$ cat src/hdl/lirs_pkg.sv
// ============================================================================
// lirs_pkg: shared types and constants of the linear interpolation resampler
// Holds the fixed widths, the clamp bounds of the step register, the register
// map, the controller state type and the command and status bundles.
// ============================================================================
package lirs_pkg;

    localparam int CHANNELS         = 2;
    localparam int FRAME_COUNT_BITS = 32;
    localparam int FRAC_BITS        = 16;
    localparam int POS_W            = FRAME_COUNT_BITS + FRAC_BITS;
    localparam int SAMPLE_W         = 16;
    localparam int RATIO_W          = 21;
    localparam int LIMIT_W          = 20;
    localparam int MAX_RESULTS      = 17;
    localparam int CNT_W            = $clog2(MAX_RESULTS + 1);
    localparam int ADDR_W           = 3;
    localparam int DATA_W           = 32;

    localparam logic [RATIO_W-1:0] RATIO_MIN   = RATIO_W'(4096);
    localparam logic [RATIO_W-1:0] RATIO_MAX   = RATIO_W'(1048576);
    localparam logic [RATIO_W-1:0] RATIO_RESET = RATIO_W'(65536);
    localparam logic [LIMIT_W-1:0] ONE_FRAME   = LIMIT_W'(65536);
    localparam logic [LIMIT_W-1:0] TWO_FRAMES  = LIMIT_W'(131072);

    // Register index, taken from address bit 2.
    localparam logic REG_RATIO  = 1'b0;
    localparam logic REG_STEREO = 1'b1;

    typedef enum logic [1:0] {
        ST_IDLE,
        ST_CHECK,
        ST_MUL,
        ST_EMIT
    } t_state;

    typedef struct packed {
        logic [RATIO_W-1:0] ratio_step;
        logic               stereo_mode;
    } t_cfg;

    typedef struct packed {
        logic load;
        logic capture;
        logic mul;
        logic emit;
        logic finish;
    } t_dp_cmd;

    typedef struct packed {
        logic hit;
        logic out_free;
    } t_dp_status;

endpackage

$ cat src/hdl/lirs_regs.sv
// ============================================================================
// lirs_regs: configuration registers
// APB-style write and read of the step register and the stereo mode bit.
// ============================================================================
module lirs_regs (
    input  logic                          i_clk,
    input  logic                          i_rst_n,
    input  logic                          psel,
    input  logic                          penable,
    input  logic                          pwrite,
    input  logic [lirs_pkg::ADDR_W-1:0]   paddr,
    input  logic [lirs_pkg::DATA_W-1:0]   pwdata,
    output logic [lirs_pkg::DATA_W-1:0]   prdata,
    output logic                          pready,
    output lirs_pkg::t_cfg                o_cfg
);
    import lirs_pkg::*;

    logic [RATIO_W-1:0] r_ratio_step;
    logic               r_stereo_mode;
    logic               wr_en;

    assign pready = 1'b1;
    assign wr_en  = psel && penable && pwrite && pready;

    always_ff @(posedge i_clk) begin
        if (!i_rst_n) begin
            r_ratio_step  <= RATIO_RESET;
            r_stereo_mode <= 1'b1;
        end else if (wr_en) begin
            unique case (paddr[2])
                REG_RATIO:  r_ratio_step  <= pwdata[RATIO_W-1:0];
                REG_STEREO: r_stereo_mode <= pwdata[0];
                default:    ;
            endcase
        end
    end

    always_comb begin
        unique case (paddr[2])
            REG_RATIO:  prdata = DATA_W'(r_ratio_step);
            REG_STEREO: prdata = DATA_W'(r_stereo_mode);
            default:    prdata = '0;
        endcase
    end

    assign o_cfg.ratio_step  = r_ratio_step;
    assign o_cfg.stereo_mode = r_stereo_mode;

endmodule

$ cat src/hdl/lirs_ctrl.sv
// ============================================================================
// lirs_ctrl: resampler sequencer
// Accepts a source frame, then runs check, multiply and emit for every
// output word until the interval or the word limit is exhausted, then closes the frame.
// ============================================================================
module lirs_ctrl (
    input  logic                   i_clk,
    input  logic                   i_rst_n,
    input  logic                   i_in_valid,
    output logic                   o_in_ready,
    input  lirs_pkg::t_dp_status   i_status,
    output lirs_pkg::t_dp_cmd      o_cmd
);
    import lirs_pkg::*;

    t_state r_state;
    t_state n_state;

    always_ff @(posedge i_clk) begin
        if (!i_rst_n) begin
            r_state <= ST_IDLE;
        end else begin
            r_state <= n_state;
        end
    end

    always_comb begin
        n_state    = r_state;
        o_cmd      = '0;
        o_in_ready = 1'b0;
        unique case (r_state)
            ST_IDLE: begin
                o_in_ready = 1'b1;
                if (i_in_valid) begin
                    o_cmd.load = 1'b1;
                    n_state    = ST_CHECK;
                end
            end
            ST_CHECK: begin
                if (i_status.hit) begin
                    o_cmd.capture = 1'b1;
                    n_state       = ST_MUL;
                end else begin
                    o_cmd.finish = 1'b1;
                    n_state      = ST_IDLE;
                end
            end
            ST_MUL: begin
                o_cmd.mul = 1'b1;
                n_state   = ST_EMIT;
            end
            ST_EMIT: begin
                if (i_status.out_free) begin
                    o_cmd.emit = 1'b1;
                    n_state    = ST_CHECK;
                end
            end
            default: n_state = ST_IDLE;
        endcase
    end

    // Closing a frame always returns the sequencer to accept the next one.
    a_finish_to_idle: assert property (@(posedge i_clk) disable iff (!i_rst_n)
        o_cmd.finish |=> (r_state == ST_IDLE))
        else $error("sequencer did not return to idle after closing a frame");

endmodule

$ cat src/hdl/lirs_dp.sv
// ============================================================================
// lirs_dp: resampler datapath
// Stream state, per-frame operands, the blend multiplier and the output
// register, all driven by commands from the sequencer.
// ============================================================================
module lirs_dp (
    input  logic                                 i_clk,
    input  logic                                 i_rst_n,
    input  lirs_pkg::t_cfg                       i_cfg,
    input  logic signed [lirs_pkg::SAMPLE_W-1:0] i_sample_left,
    input  logic signed [lirs_pkg::SAMPLE_W-1:0] i_sample_right,
    input  logic                                 i_end_of_stream,
    input  lirs_pkg::t_dp_cmd                    i_cmd,
    output lirs_pkg::t_dp_status                 o_status,
    output logic                                 o_out_valid,
    input  logic                                 i_out_ready,
    output logic signed [lirs_pkg::SAMPLE_W-1:0] o_out_left,
    output logic signed [lirs_pkg::SAMPLE_W-1:0] o_out_right,
    output logic                                 o_last_of_run,
    output logic                                 o_stream_done
);
    import lirs_pkg::*;

    // Stream state.
    logic [POS_W-1:0]            r_position;
    logic [FRAME_COUNT_BITS-1:0] r_base_frame;   // frames seen minus one
    logic [SAMPLE_W-1:0]         r_prev [2];
    logic                        r_have_prev;

    // Operands of the frame being worked on.
    logic [SAMPLE_W-1:0] r_cur [2];
    logic [SAMPLE_W-1:0] r_s1  [2];
    logic [SAMPLE_W-1:0] r_mag [2];
    logic                r_neg [2];
    logic [RATIO_W-1:0]  r_ratio;
    logic [LIMIT_W-1:0]  r_limit;
    logic                r_eos;
    logic                r_stereo;
    logic [CNT_W-1:0]    r_cnt;

    // Per-output loop registers.
    logic [RATIO_W-1:0]    r_d;
    logic [FRAC_BITS-1:0]  r_frac;
    logic                  r_tail;
    logic                  r_last;
    logic [2*SAMPLE_W-1:0] r_prod [2];

    // Output register.
    logic                r_out_valid;
    logic [SAMPLE_W-1:0] r_out [2];
    logic                r_out_last;
    logic                r_out_done;

    logic                stereo;
    logic [SAMPLE_W-1:0] in_cur   [2];
    logic [SAMPLE_W-1:0] in_s1    [2];
    logic [SAMPLE_W:0]   in_diff  [2];
    logic [SAMPLE_W:0]   in_absd  [2];
    logic [RATIO_W-1:0]  ratio_cl;
    logic [LIMIT_W-1:0]  in_limit;
    logic [POS_W-1:0]    d_full;
    logic [RATIO_W:0]    d_next;
    logic [SAMPLE_W:0]   blend    [2];
    logic [SAMPLE_W-1:0] value    [2];

    assign stereo = (CHANNELS >= 2) && i_cfg.stereo_mode;

    always_comb begin
        in_cur[0] = i_sample_left;
        in_cur[1] = stereo ? i_sample_right : '0;
        for (int c = 0; c < 2; c++) begin
            in_s1[c]   = r_have_prev ? r_prev[c] : in_cur[c];
            in_diff[c] = {in_cur[c][SAMPLE_W-1], in_cur[c]} - {in_s1[c][SAMPLE_W-1], in_s1[c]};
            in_absd[c] = in_diff[c][SAMPLE_W] ? (~in_diff[c] + 1'b1) : in_diff[c];
        end
    end

    always_comb begin
        if (i_cfg.ratio_step < RATIO_MIN) begin
            ratio_cl = RATIO_MIN;
        end else if (i_cfg.ratio_step > RATIO_MAX) begin
            ratio_cl = RATIO_MAX;
        end else begin
            ratio_cl = i_cfg.ratio_step;
        end
    end

    // An end-of-stream frame also covers the tail past the last frame.
    always_comb begin
        if (i_end_of_stream) begin
            in_limit = TWO_FRAMES + LIMIT_W'(ratio_cl >> 1);
        end else if (r_have_prev) begin
            in_limit = ONE_FRAME;
        end else begin
            in_limit = '0;
        end
    end

    // Distance of the next output position from the start of the interval.
    assign d_full = r_position - {r_base_frame, {FRAC_BITS{1'b0}}};
    assign d_next = {1'b0, r_d} + {1'b0, r_ratio};

    assign o_status.hit = (d_full < {{(POS_W-LIMIT_W){1'b0}}, r_limit})
                          && (r_cnt < CNT_W'(MAX_RESULTS));
    assign o_status.out_free = !r_out_valid || i_out_ready;

    always_comb begin
        for (int c = 0; c < 2; c++) begin
            if (r_neg[c]) begin
                blend[c] = {1'b0, r_s1[c]} - {1'b0, r_prod[c][2*SAMPLE_W-1:FRAC_BITS]};
            end else begin
                blend[c] = {1'b0, r_s1[c]} + {1'b0, r_prod[c][2*SAMPLE_W-1:FRAC_BITS]};
            end
            value[c] = r_tail ? r_cur[c] : blend[c][SAMPLE_W-1:0];
        end
    end

    // Stream state: reset and end of stream both return it to the start.
    always_ff @(posedge i_clk) begin
        if (!i_rst_n) begin
            r_position   <= '0;
            r_base_frame <= '1;
            r_prev[0]    <= '0;
            r_prev[1]    <= '0;
            r_have_prev  <= 1'b0;
        end else if (i_cmd.emit) begin
            r_position <= r_position + POS_W'(r_ratio);
        end else if (i_cmd.finish) begin
            if (r_eos) begin
                r_position   <= '0;
                r_base_frame <= '1;
                r_prev[0]    <= '0;
                r_prev[1]    <= '0;
                r_have_prev  <= 1'b0;
            end else begin
                r_base_frame <= r_base_frame + 1'b1;
                r_prev[0]    <= r_cur[0];
                r_prev[1]    <= r_cur[1];
                r_have_prev  <= 1'b1;
            end
        end
    end

    always_ff @(posedge i_clk) begin
        if (!i_rst_n) begin
            r_cnt <= '0;
        end else if (i_cmd.load) begin
            r_cnt <= '0;
        end else if (i_cmd.emit) begin
            r_cnt <= r_cnt + 1'b1;
        end
    end

    always_ff @(posedge i_clk) begin
        if (i_cmd.load) begin
            for (int c = 0; c < 2; c++) begin
                r_cur[c] <= in_cur[c];
                r_s1[c]  <= in_s1[c];
                r_mag[c] <= in_absd[c][SAMPLE_W-1:0];
                r_neg[c] <= in_diff[c][SAMPLE_W];
            end
            r_ratio  <= ratio_cl;
            r_limit  <= in_limit;
            r_eos    <= i_end_of_stream;
            r_stereo <= stereo;
        end
        if (i_cmd.capture) begin
            r_d    <= d_full[RATIO_W-1:0];
            r_frac <= d_full[FRAC_BITS-1:0];
            r_tail <= d_full >= POS_W'(ONE_FRAME);
        end
        if (i_cmd.mul) begin
            for (int c = 0; c < 2; c++) begin
                r_prod[c] <= r_mag[c] * r_frac;
            end
            r_last <= (d_next >= (RATIO_W+1)'(r_limit)) || (r_cnt == CNT_W'(MAX_RESULTS - 1));
        end
    end

    always_ff @(posedge i_clk) begin
        if (!i_rst_n) begin
            r_out_valid <= 1'b0;
        end else if (i_cmd.emit) begin
            r_out_valid <= 1'b1;
        end else if (i_out_ready) begin
            r_out_valid <= 1'b0;
        end
    end

    always_ff @(posedge i_clk) begin
        if (i_cmd.emit) begin
            r_out[0]   <= value[0];
            r_out[1]   <= r_stereo ? value[1] : '0;
            r_out_last <= r_last;
            r_out_done <= r_last && r_eos;
        end
    end

    assign o_out_valid   = r_out_valid;
    assign o_out_left    = r_out[0];
    assign o_out_right   = r_out[1];
    assign o_last_of_run = r_out_last;
    assign o_stream_done = r_out_done;

    a_emit_needs_room: assert property (@(posedge i_clk) disable iff (!i_rst_n)
        i_cmd.emit |-> o_status.out_free)
        else $error("output word written over one not yet taken");

    a_count_bound: assert property (@(posedge i_clk) disable iff (!i_rst_n)
        r_cnt <= CNT_W'(MAX_RESULTS))
        else $error("more output words than allowed for one frame");

    a_done_is_last: assert property (@(posedge i_clk) disable iff (!i_rst_n)
        (o_out_valid && o_stream_done) |-> o_last_of_run)
        else $error("end of stream flagged on a word that does not close its run");

endmodule

$ cat src/hdl/linear_interp_resampler.sv
// ============================================================================
// linear_interp_resampler: linear interpolation sample rate converter
// Resamples signed 16-bit mono or stereo frames by an unsigned 5.16 step register.
// ============================================================================
// Each source word closes the interval since the previous frame and produces
// every output frame whose position n*ratio_step falls in it, up to 17, as
// the linear blend of the two frames around that position; the end-of-stream
// word also produces the tail and then returns the stream state to its start.
// A source word is accepted, then for every output word it causes (0 to 17)
// the position is checked against the interval end, the blend is formed in
// the per-channel blend multipliers and the output register is written, which
// waits while that register holds a word not yet taken; then the frame is
// closed. This loop through the blend multipliers is what sets the rate. The
// output register lets the last word of a frame wait for its consumer while
// the next source word is accepted. Configuration is written through the
// APB-style port: the step register at address 0 (clamped to 4096..1048576
// when used) and the stereo mode bit at address 4; write them only while the
// block is idle.
// ============================================================================
module linear_interp_resampler (
    input  logic                                 i_clk,
    input  logic                                 i_rst_n,
    // Configuration port.
    input  logic                                 psel,
    input  logic                                 penable,
    input  logic                                 pwrite,
    input  logic [lirs_pkg::ADDR_W-1:0]          paddr,
    input  logic [lirs_pkg::DATA_W-1:0]          pwdata,
    output logic [lirs_pkg::DATA_W-1:0]          prdata,
    output logic                                 pready,
    // Source frames.
    input  logic                                 i_in_valid,
    output logic                                 o_in_ready,
    input  logic signed [lirs_pkg::SAMPLE_W-1:0] i_sample_left,
    input  logic signed [lirs_pkg::SAMPLE_W-1:0] i_sample_right,
    input  logic                                 i_end_of_stream,
    // Resampled frames.
    output logic                                 o_out_valid,
    input  logic                                 i_out_ready,
    output logic signed [lirs_pkg::SAMPLE_W-1:0] o_out_left,
    output logic signed [lirs_pkg::SAMPLE_W-1:0] o_out_right,
    output logic                                 o_last_of_run,
    output logic                                 o_stream_done
);
    import lirs_pkg::*;

    t_cfg       cfg;
    t_dp_cmd    cmd;
    t_dp_status status;

    // The register block holds the step and the mode; both are sampled
    // into the datapath when a source word is accepted.
    lirs_regs u_regs (
        .i_clk   (i_clk),
        .i_rst_n (i_rst_n),
        .psel    (psel),
        .penable (penable),
        .pwrite  (pwrite),
        .paddr   (paddr),
        .pwdata  (pwdata),
        .prdata  (prdata),
        .pready  (pready),
        .o_cfg   (cfg)
    );

    // The sequencer owns the input handshake and steps the datapath.
    lirs_ctrl u_ctrl (
        .i_clk      (i_clk),
        .i_rst_n    (i_rst_n),
        .i_in_valid (i_in_valid),
        .o_in_ready (o_in_ready),
        .i_status   (status),
        .o_cmd      (cmd)
    );

    // The datapath keeps the stream position, the previous frame and the
    // output register, and drives the output handshake.
    lirs_dp u_dp (
        .i_clk           (i_clk),
        .i_rst_n         (i_rst_n),
        .i_cfg           (cfg),
        .i_sample_left   (i_sample_left),
        .i_sample_right  (i_sample_right),
        .i_end_of_stream (i_end_of_stream),
        .i_cmd           (cmd),
        .o_status        (status),
        .o_out_valid     (o_out_valid),
        .i_out_ready     (i_out_ready),
        .o_out_left      (o_out_left),
        .o_out_right     (o_out_right),
        .o_last_of_run   (o_last_of_run),
        .o_stream_done   (o_stream_done)
    );

endmodule
$ cat config.mk
export PLATFORM = sky130hd
export DESIGN_NAME = linear_interp_resampler
export DESIGN_NICKNAME = d
export VERILOG_FILES = /design/src/hdl/lirs_pkg.sv /design/src/hdl/lirs_regs.sv /design/src/hdl/lirs_ctrl.sv /design/src/hdl/lirs_dp.sv /design/src/hdl/linear_interp_resampler.sv
export SDC_FILE = /design/constraint.sdc
export NUM_CORES = 2
export LEC_CHECK = 0
export BUFFER_PORTS_ARGS = -buffer_cell sky130_fd_sc_hd__clkbuf_2
export CAP_MARGIN = 15
export CORE_ASPECT_RATIO = 1.4
export CORE_MARGIN = 4
export CORE_UTILIZATION = 60
export CTS_BUF_LIST = sky130_fd_sc_hd__clkbuf_4 sky130_fd_sc_hd__clkbuf_8
export CTS_CLUSTER_DIAMETER = 40
export CTS_CLUSTER_SIZE = 8
export DETAILED_ROUTE_END_ITERATION = 10
export HOLD_SLACK_MARGIN = 0.1
export PLACE_DENSITY_LB_ADDON = 0.05
export SYNTH_ARGS = -nofsm -noshare
export SYNTH_HDL_FRONTEND = slang
export SYNTH_SLANG_ARGS = --single-unit
$ cat constraint.sdc
create_clock -name i_clk -period 7.63 [get_ports i_clk]
set_input_delay 0.763 -clock i_clk [delete_from_list [all_inputs] [get_ports i_clk]]
set_output_delay 0.763 -clock i_clk [all_outputs]
set_load 0.1 [all_outputs]
# ---- Word level (Yosys, flattened, before mapping)
# Memories as Yosys holds them, arrays and structs flattened.
# Index checks and enable logic that the tools add are counted.
dict set report word_totals {
  mem_bits_rw 226
  latchBits 0
  word_cells 137
  n_memories 7
  regBits 195
  rom_bits 0
  output_inout_bits 69
}
dict set report op_classes {
  n_div 0
  addsub 14
  shifts 0
  muxes 56
  reduce_logical 18
  n_mul 2
  order_cmp 6
  bitwise 9
  eq_ne 6
}
# name words word_bits rd rd_clocked_by_memory_dff write_ports line_no
set mem_list {}
lappend mem_list {u_dp.r_prod 2 32 2 0 2 lirs_dp.sv:46} ;# logic [2*SAMPLE_W-1:0] r_prod [2];
lappend mem_list {u_dp.r_cur 2 16 2 0 2 lirs_dp.sv:31} ;# logic [SAMPLE_W-1:0] r_cur [2];
lappend mem_list {u_dp.r_mag 2 16 2 0 2 lirs_dp.sv:33} ;# logic [SAMPLE_W-1:0] r_mag [2];
lappend mem_list {u_dp.r_out 2 16 2 0 2 lirs_dp.sv:50} ;# logic [SAMPLE_W-1:0] r_out [2];
lappend mem_list {u_dp.r_prev 2 16 2 0 2 lirs_dp.sv:27} ;# logic [SAMPLE_W-1:0] r_prev [2];
lappend mem_list {u_dp.r_s1 2 16 2 0 2 lirs_dp.sv:32} ;# logic [SAMPLE_W-1:0] r_s1 [2];
lappend mem_list {{+1 memories} n/a n/a n/a n/a n/a n/a}
# operator count
set op_table {}
lappend op_table {{two-way mux 16 bit} 14}
lappend op_table {{two-way mux 48 bit} 3}
lappend op_table {{multiplier 16 x 16 -> 32 bit} 2}
lappend op_table {{case mux 32 bit (2 select lines)} 1}
lappend op_table {{adder 48 x 21 -> 48 bit} 1}
lappend op_table {{greater-or-equal comparator 48 x 17 -> 1 bit (second input constant)} 1}
lappend op_table {{< comparator 48 x 20 -> 1 bit} 1}
lappend op_table {{subtractor 48 bit} 1}
lappend op_table {{two-way mux 21 bit} 2}
lappend op_table {{subtractor 16 x 16 -> 17 bit} 2}
lappend op_table {{adder 16 x 1 -> 16 bit (second input constant)} 2}
lappend op_table {{adder 16 bit} 2}
lappend op_table {{adder 32 x 1 -> 32 bit (second input constant)} 1}
lappend op_table {{two-way mux 32 bit} 1}
lappend op_table {{NOT 16 bit} 2}
lappend op_table {{subtractor 16 bit} 2}
lappend op_table {{two-way mux 1 bit} 29}
lappend op_table {{adder 21 x 21 -> 22 bit} 1}
lappend op_table {{greater-or-equal comparator 22 x 20 -> 1 bit} 1}
lappend op_table {{> comparator 21 bit (second input constant)} 1}
lappend op_table {{< comparator 21 x 13 -> 1 bit (second input constant)} 1}
lappend op_table {{adder 18 x 20 -> 20 bit (first input constant)} 1}
lappend op_table {{two-way mux 20 bit} 1}
lappend op_table {{two-way mux 17 bit} 1}
lappend op_table {{other kinds (17)} 37}

# ---- Depth between registers and ports, before layout
dict set report logic_depth {
  word_depth 11
  depth_mapped 27
  ltp_nobuf 26
}

# ---- Modules after synthesis
# A second synthesis with hierarchy kept.
dict set report unflattened {
  cells_unflattened 4115
  area_unflattened_um2 38584.5
}
# module seq_area_each_um2 cells_each instances area_per_inst_um2
set by_module_without_submodules {}
lappend by_module_without_submodules {lirs_dp 9609.2 3958 1 37223.2}
lappend by_module_without_submodules {lirs_regs 440.4 136 1 1172.4}
lappend by_module_without_submodules {lirs_ctrl 40.0 21 1 188.9}

# ---- Least setup slack after synthesis
# Ideal clock, no wire load.
dict set report synth_timing {
  kind {flip-flop to flip-flop}
  start {register u_dp.r_frac[1]}
  end {memory u_dp.r_prod[0][63] (netlist name), data pin}
  path_stages_with_launch 25
  required_time_ps 7368
  arrival_time_ps 6412
  path_buffers 1
  synth_period_minus_slack_ps 6674
  setup_slack_ps 956
  path_cell_list {edfxtp_1 > clkbuf_1 > nand2_1 > fa_1 > fa_1 > fa_1 > inv_1 > fa_1 > fa_1 > inv_1 > fa_1 > inv_1 > ha_1 > a2111oi_0 > o21ai_0 > a21oi_1 > a21oi_1 > a211o_1 > o221a_2 > nand4_1 > a31oi_1 > o21a_1 > o21a_1 > o31ai_1 > xnor2_1}
}
# item line_no
set synth_rtl {}
lappend synth_rtl {{start, declared} lirs_dp.sv:43} ;# logic [FRAC_BITS-1:0] r_frac;
lappend synth_rtl {{start signal, assigned} lirs_dp.sv:169} ;# r_frac <= d_full[FRAC_BITS-1:0];
lappend synth_rtl {{end, declared} lirs_dp.sv:46}

==> results.yml <==
routing:
  routed-via-count: 29137
  drc: 0
  wl_um: 94800
  firstDrtPassIters: 6
  viasPerCell: 5.65
  drt_iter0_markers: 1542
  wl_per_cell_um: 18.4
  drt.antenna.violating_nets: 0
sta:
  setup-violations-final: 0
  fmax_mhz: 137
  min_period_ns: 7.30
  rsz0062_at_grt: "no"
  worstMarginPinSlew_ns: 1.19
  fin_crit_sh_pct: 95.6
  slew_viol_final: 0
  fin_ws_ns: 0.332
  hold_violations: 0
  finalSetupTns_ns: 0
  max_slew_margin_pct: 18.7
  fin_skew_ns: 0.0911
critical_path:
  critPathCaptureType: "register"
  cp-start-kind: "register"
  crit_path_max_fanout: 6
  worstPathArrival_ns: 7.69
  cp.required_ns: 8.02
  criticalPathCategory: "register to register"
placement:
  globalplace.congestion: 0.911
  placed_area_um2: 40500
  portBuffers: 118
  hpwlAfterDp_um: 74600
  dp_slack_ns: 0.216
layout:
  postLayoutCellArea_um2: 41900
  final_cell_mix: "inv_1, nand2_1, fa_1"
  final_common_cell: "inv_1"
  syn_to_final_growth_pct: 7.46
  nFillCells: 5504
  fin_nets: 5133
  multi_input_area_um2: 25800
  drive_above_1_share_pct: 8.38
  seq_area_um2: 10100
floorplanning:
  initial_core_util_pct: 60.5
  num_rows: 110
  io_pins: 144
  die_h_um: 310
  die_area_um2: 69200
  die_w_um: 223
  coreArea_um2: 64400
clocking:
  clock-sinks: 373
  htreeDepth: 3
  cts_buffers: 66
  clkTransAtPathRegs_ns: 0.06
  cts_tree: "yes"
  cts-root-buf: "clkbuf_8"
  ctsHoldBuffers: 0
  clk_latency_ns: 0.70
  clk_path_buf_depth: 3
global_routing:
  grtUsageTotal_pct: 27.7
  grt_max_degree: 71
  grt_pass1_wl_um: 155000
  antenna_found_initial: 1
  gr-total-overflow: 0
  grt_pass1_vias: 30193
yosys:
  synth_edf_count: 262
  ys_ff_latch: 373
  yosysSeqAreaShare_pct: 25.9
  synth_warnings: 0
  ys_types: 91
  ys_dominant_reg_cell: "edfxtp_1"
  synthCells: 4165
  syn_area_per_cell_um2: 9.36
  async_flop_share_pct: 0
  syn-cell-area_um2: 39000
outcome:
  status: "complete, no violations"
hold_path:
  hold_class: "input port to register"
job:
  maxCapViolCount: 0
metrics by stage:
step / hold WS [ns] / instances / util (%)
6_report: 0.323 / 5160 / 65.0
5_1_grt: 0.283 / 5160 / 65.0
4_1_cts: 0.262 / 5151 / 64.9
3_5_place_dp: 0.449 / 5040 / 62.9
3_3_place_gp: 0.450 / 5040 / 62.9
2_1_floorplan: 0.406 / 4175 / -
cell usage after synthesis (10+ instances only):
cell / count / area [µm²]
mux2i_1: 25 / 250
o21a_1: 52 / 390
nand2_1: 486 / 1820
nor3_1: 62 / 310
fa_1: 393 / 7870
a21o_1: 63 / 473
a21boi_0: 24 / 180
o31ai_1: 13 / 97.6
or3_1: 12 / 75.1
a211oi_1: 17 / 128
xnor2_1: 150 / 1310
nor2b_1: 53 / 332
nand2b_1: 23 / 144
a21oi_1: 157 / 786
a31oi_1: 28 / 175
ha_1: 389 / 4870
and3_1: 36 / 225
nor2_1: 196 / 736
nand4_1: 24 / 150
o211ai_1: 11 / 82.6
edfxtp_1: 262 / 7870
buf_4: 13 / 97.6
a22o_1: 23 / 201
a211o_1: 10 / 87.6
or2_2: 11 / 68.8
o21bai_1: 18 / 135
o21ai_0: 112 / 561
dfxtp_1: 111 / 2220
or4_1: 10 / 75.1
xor2_1: 46 / 403
nand3_1: 54 / 270
and2_1: 309 / 1930
o311a_1: 17 / 170
clkbuf_1: 139 / 522
nor4_1: 22 / 138
inv_1: 638 / 2390
worst max-delay path: stages, from the launching register on:
cell and delay (ns):
edfxtp_1 0.53, and2_1 0.22, fa_1 0.55, inv_1 0.05, fa_1 0.46, fa_1 0.52, inv_1 0.06, fa_1 0.50
fa_1 0.49, inv_1 0.07, fa_1 0.47, inv_1 0.04, ha_1 0.27, a2111oi_1 0.43, o21ai_0 0.19, a21oi_2 0.25
a21oi_1 0.10, a211o_1 0.38, o221a_2 0.33, nand4_1 0.15, a31oi_1 0.13, o21a_1 0.21, o21a_1 0.21, o31ai_1 0.31
xnor2_1 0.09
final timing paths:
kind / cells after the start / endpoint / from / slack [ns]
worst max register to register: 24 / u_dp.r_prod[0][63] / u_dp.r_mag[0][25] / 0.33
worst min-delay path: 1 / u_dp.r_cur[0][0] / i_sample_left[0] / 0.32
worst max-delay path: 24 / u_dp.r_prod[0][63] / u_dp.r_mag[0][25] / 0.33
worst min register to register: 1 / u_dp.r_base_frame[10] / u_dp.r_base_frame[10] / 0.46
kinds of logic (layout without fill, tap and decap cells):
kind of cell | Yosys count | count (layout) | synth area share (%)
AO/OA/AOI/OAI | 648 | 648 | 11.3
XOR/XNOR | 196 | 196 | 4.40
adder cells (fa/ha/maj) | 782 | 782 | 32.7
buffers and inverters | 805 | 949 | 8.05
flip-flops | 373 | 373 | 25.9
multiplexers | 32 | 32 | 0.854
other | 2 | 13 | 0.0193
AND/OR/NAND/NOR | 1327 | 1327 | 16.8
cell type report:
type	instances	share of cell area (%)
Clock buffer	86	2.59
Tap cell	840	2.51
Multi-Input combinational cell	2997	61.6
Clock inverter	25	0.526
Sequential cell	373	24.1
Inverter	639	5.73
Timing Repair Buffer	199	2.93
Antenna cell	1	0.00597
routing by layer:
layer | global-route usage (%) | part of all wire [%] | vias to the layer above
li1 | - | - | 13976
met3 | 3.27 | 3.3 | 206
met5 | 0 | 0 | -
met1 | 31.4 | 38 | 14389
met4 | 12.0 | 4.6 | 0
met2 | 52.6 | 54 | 566
state kept, by name, summed over array words and instances (netlist names), 2 cells and up:
register             count
u_ctrl.r_state           2
u_dp.r_base_frame       32
u_dp.r_cnt               5
u_dp.r_cur              32
u_dp.r_d                 6
u_dp.r_frac             15
u_dp.r_limit            20
u_dp.r_mag              32
u_dp.r_neg               2
u_dp.r_out              32
u_dp.r_position         48
u_dp.r_prev             32
u_dp.r_prod             32
u_dp.r_ratio            21
u_dp.r_s1               32
u_regs.r_ratio_step     21
what timing repair did:
action,CTS,global route
gates resized for setup,0,3
endpoints found under the setup margin,0,3
setup buffers,0,8
Power is not shown: default switching activity piles up to over one toggle a cycle in this logic, so the estimate is an artifact.
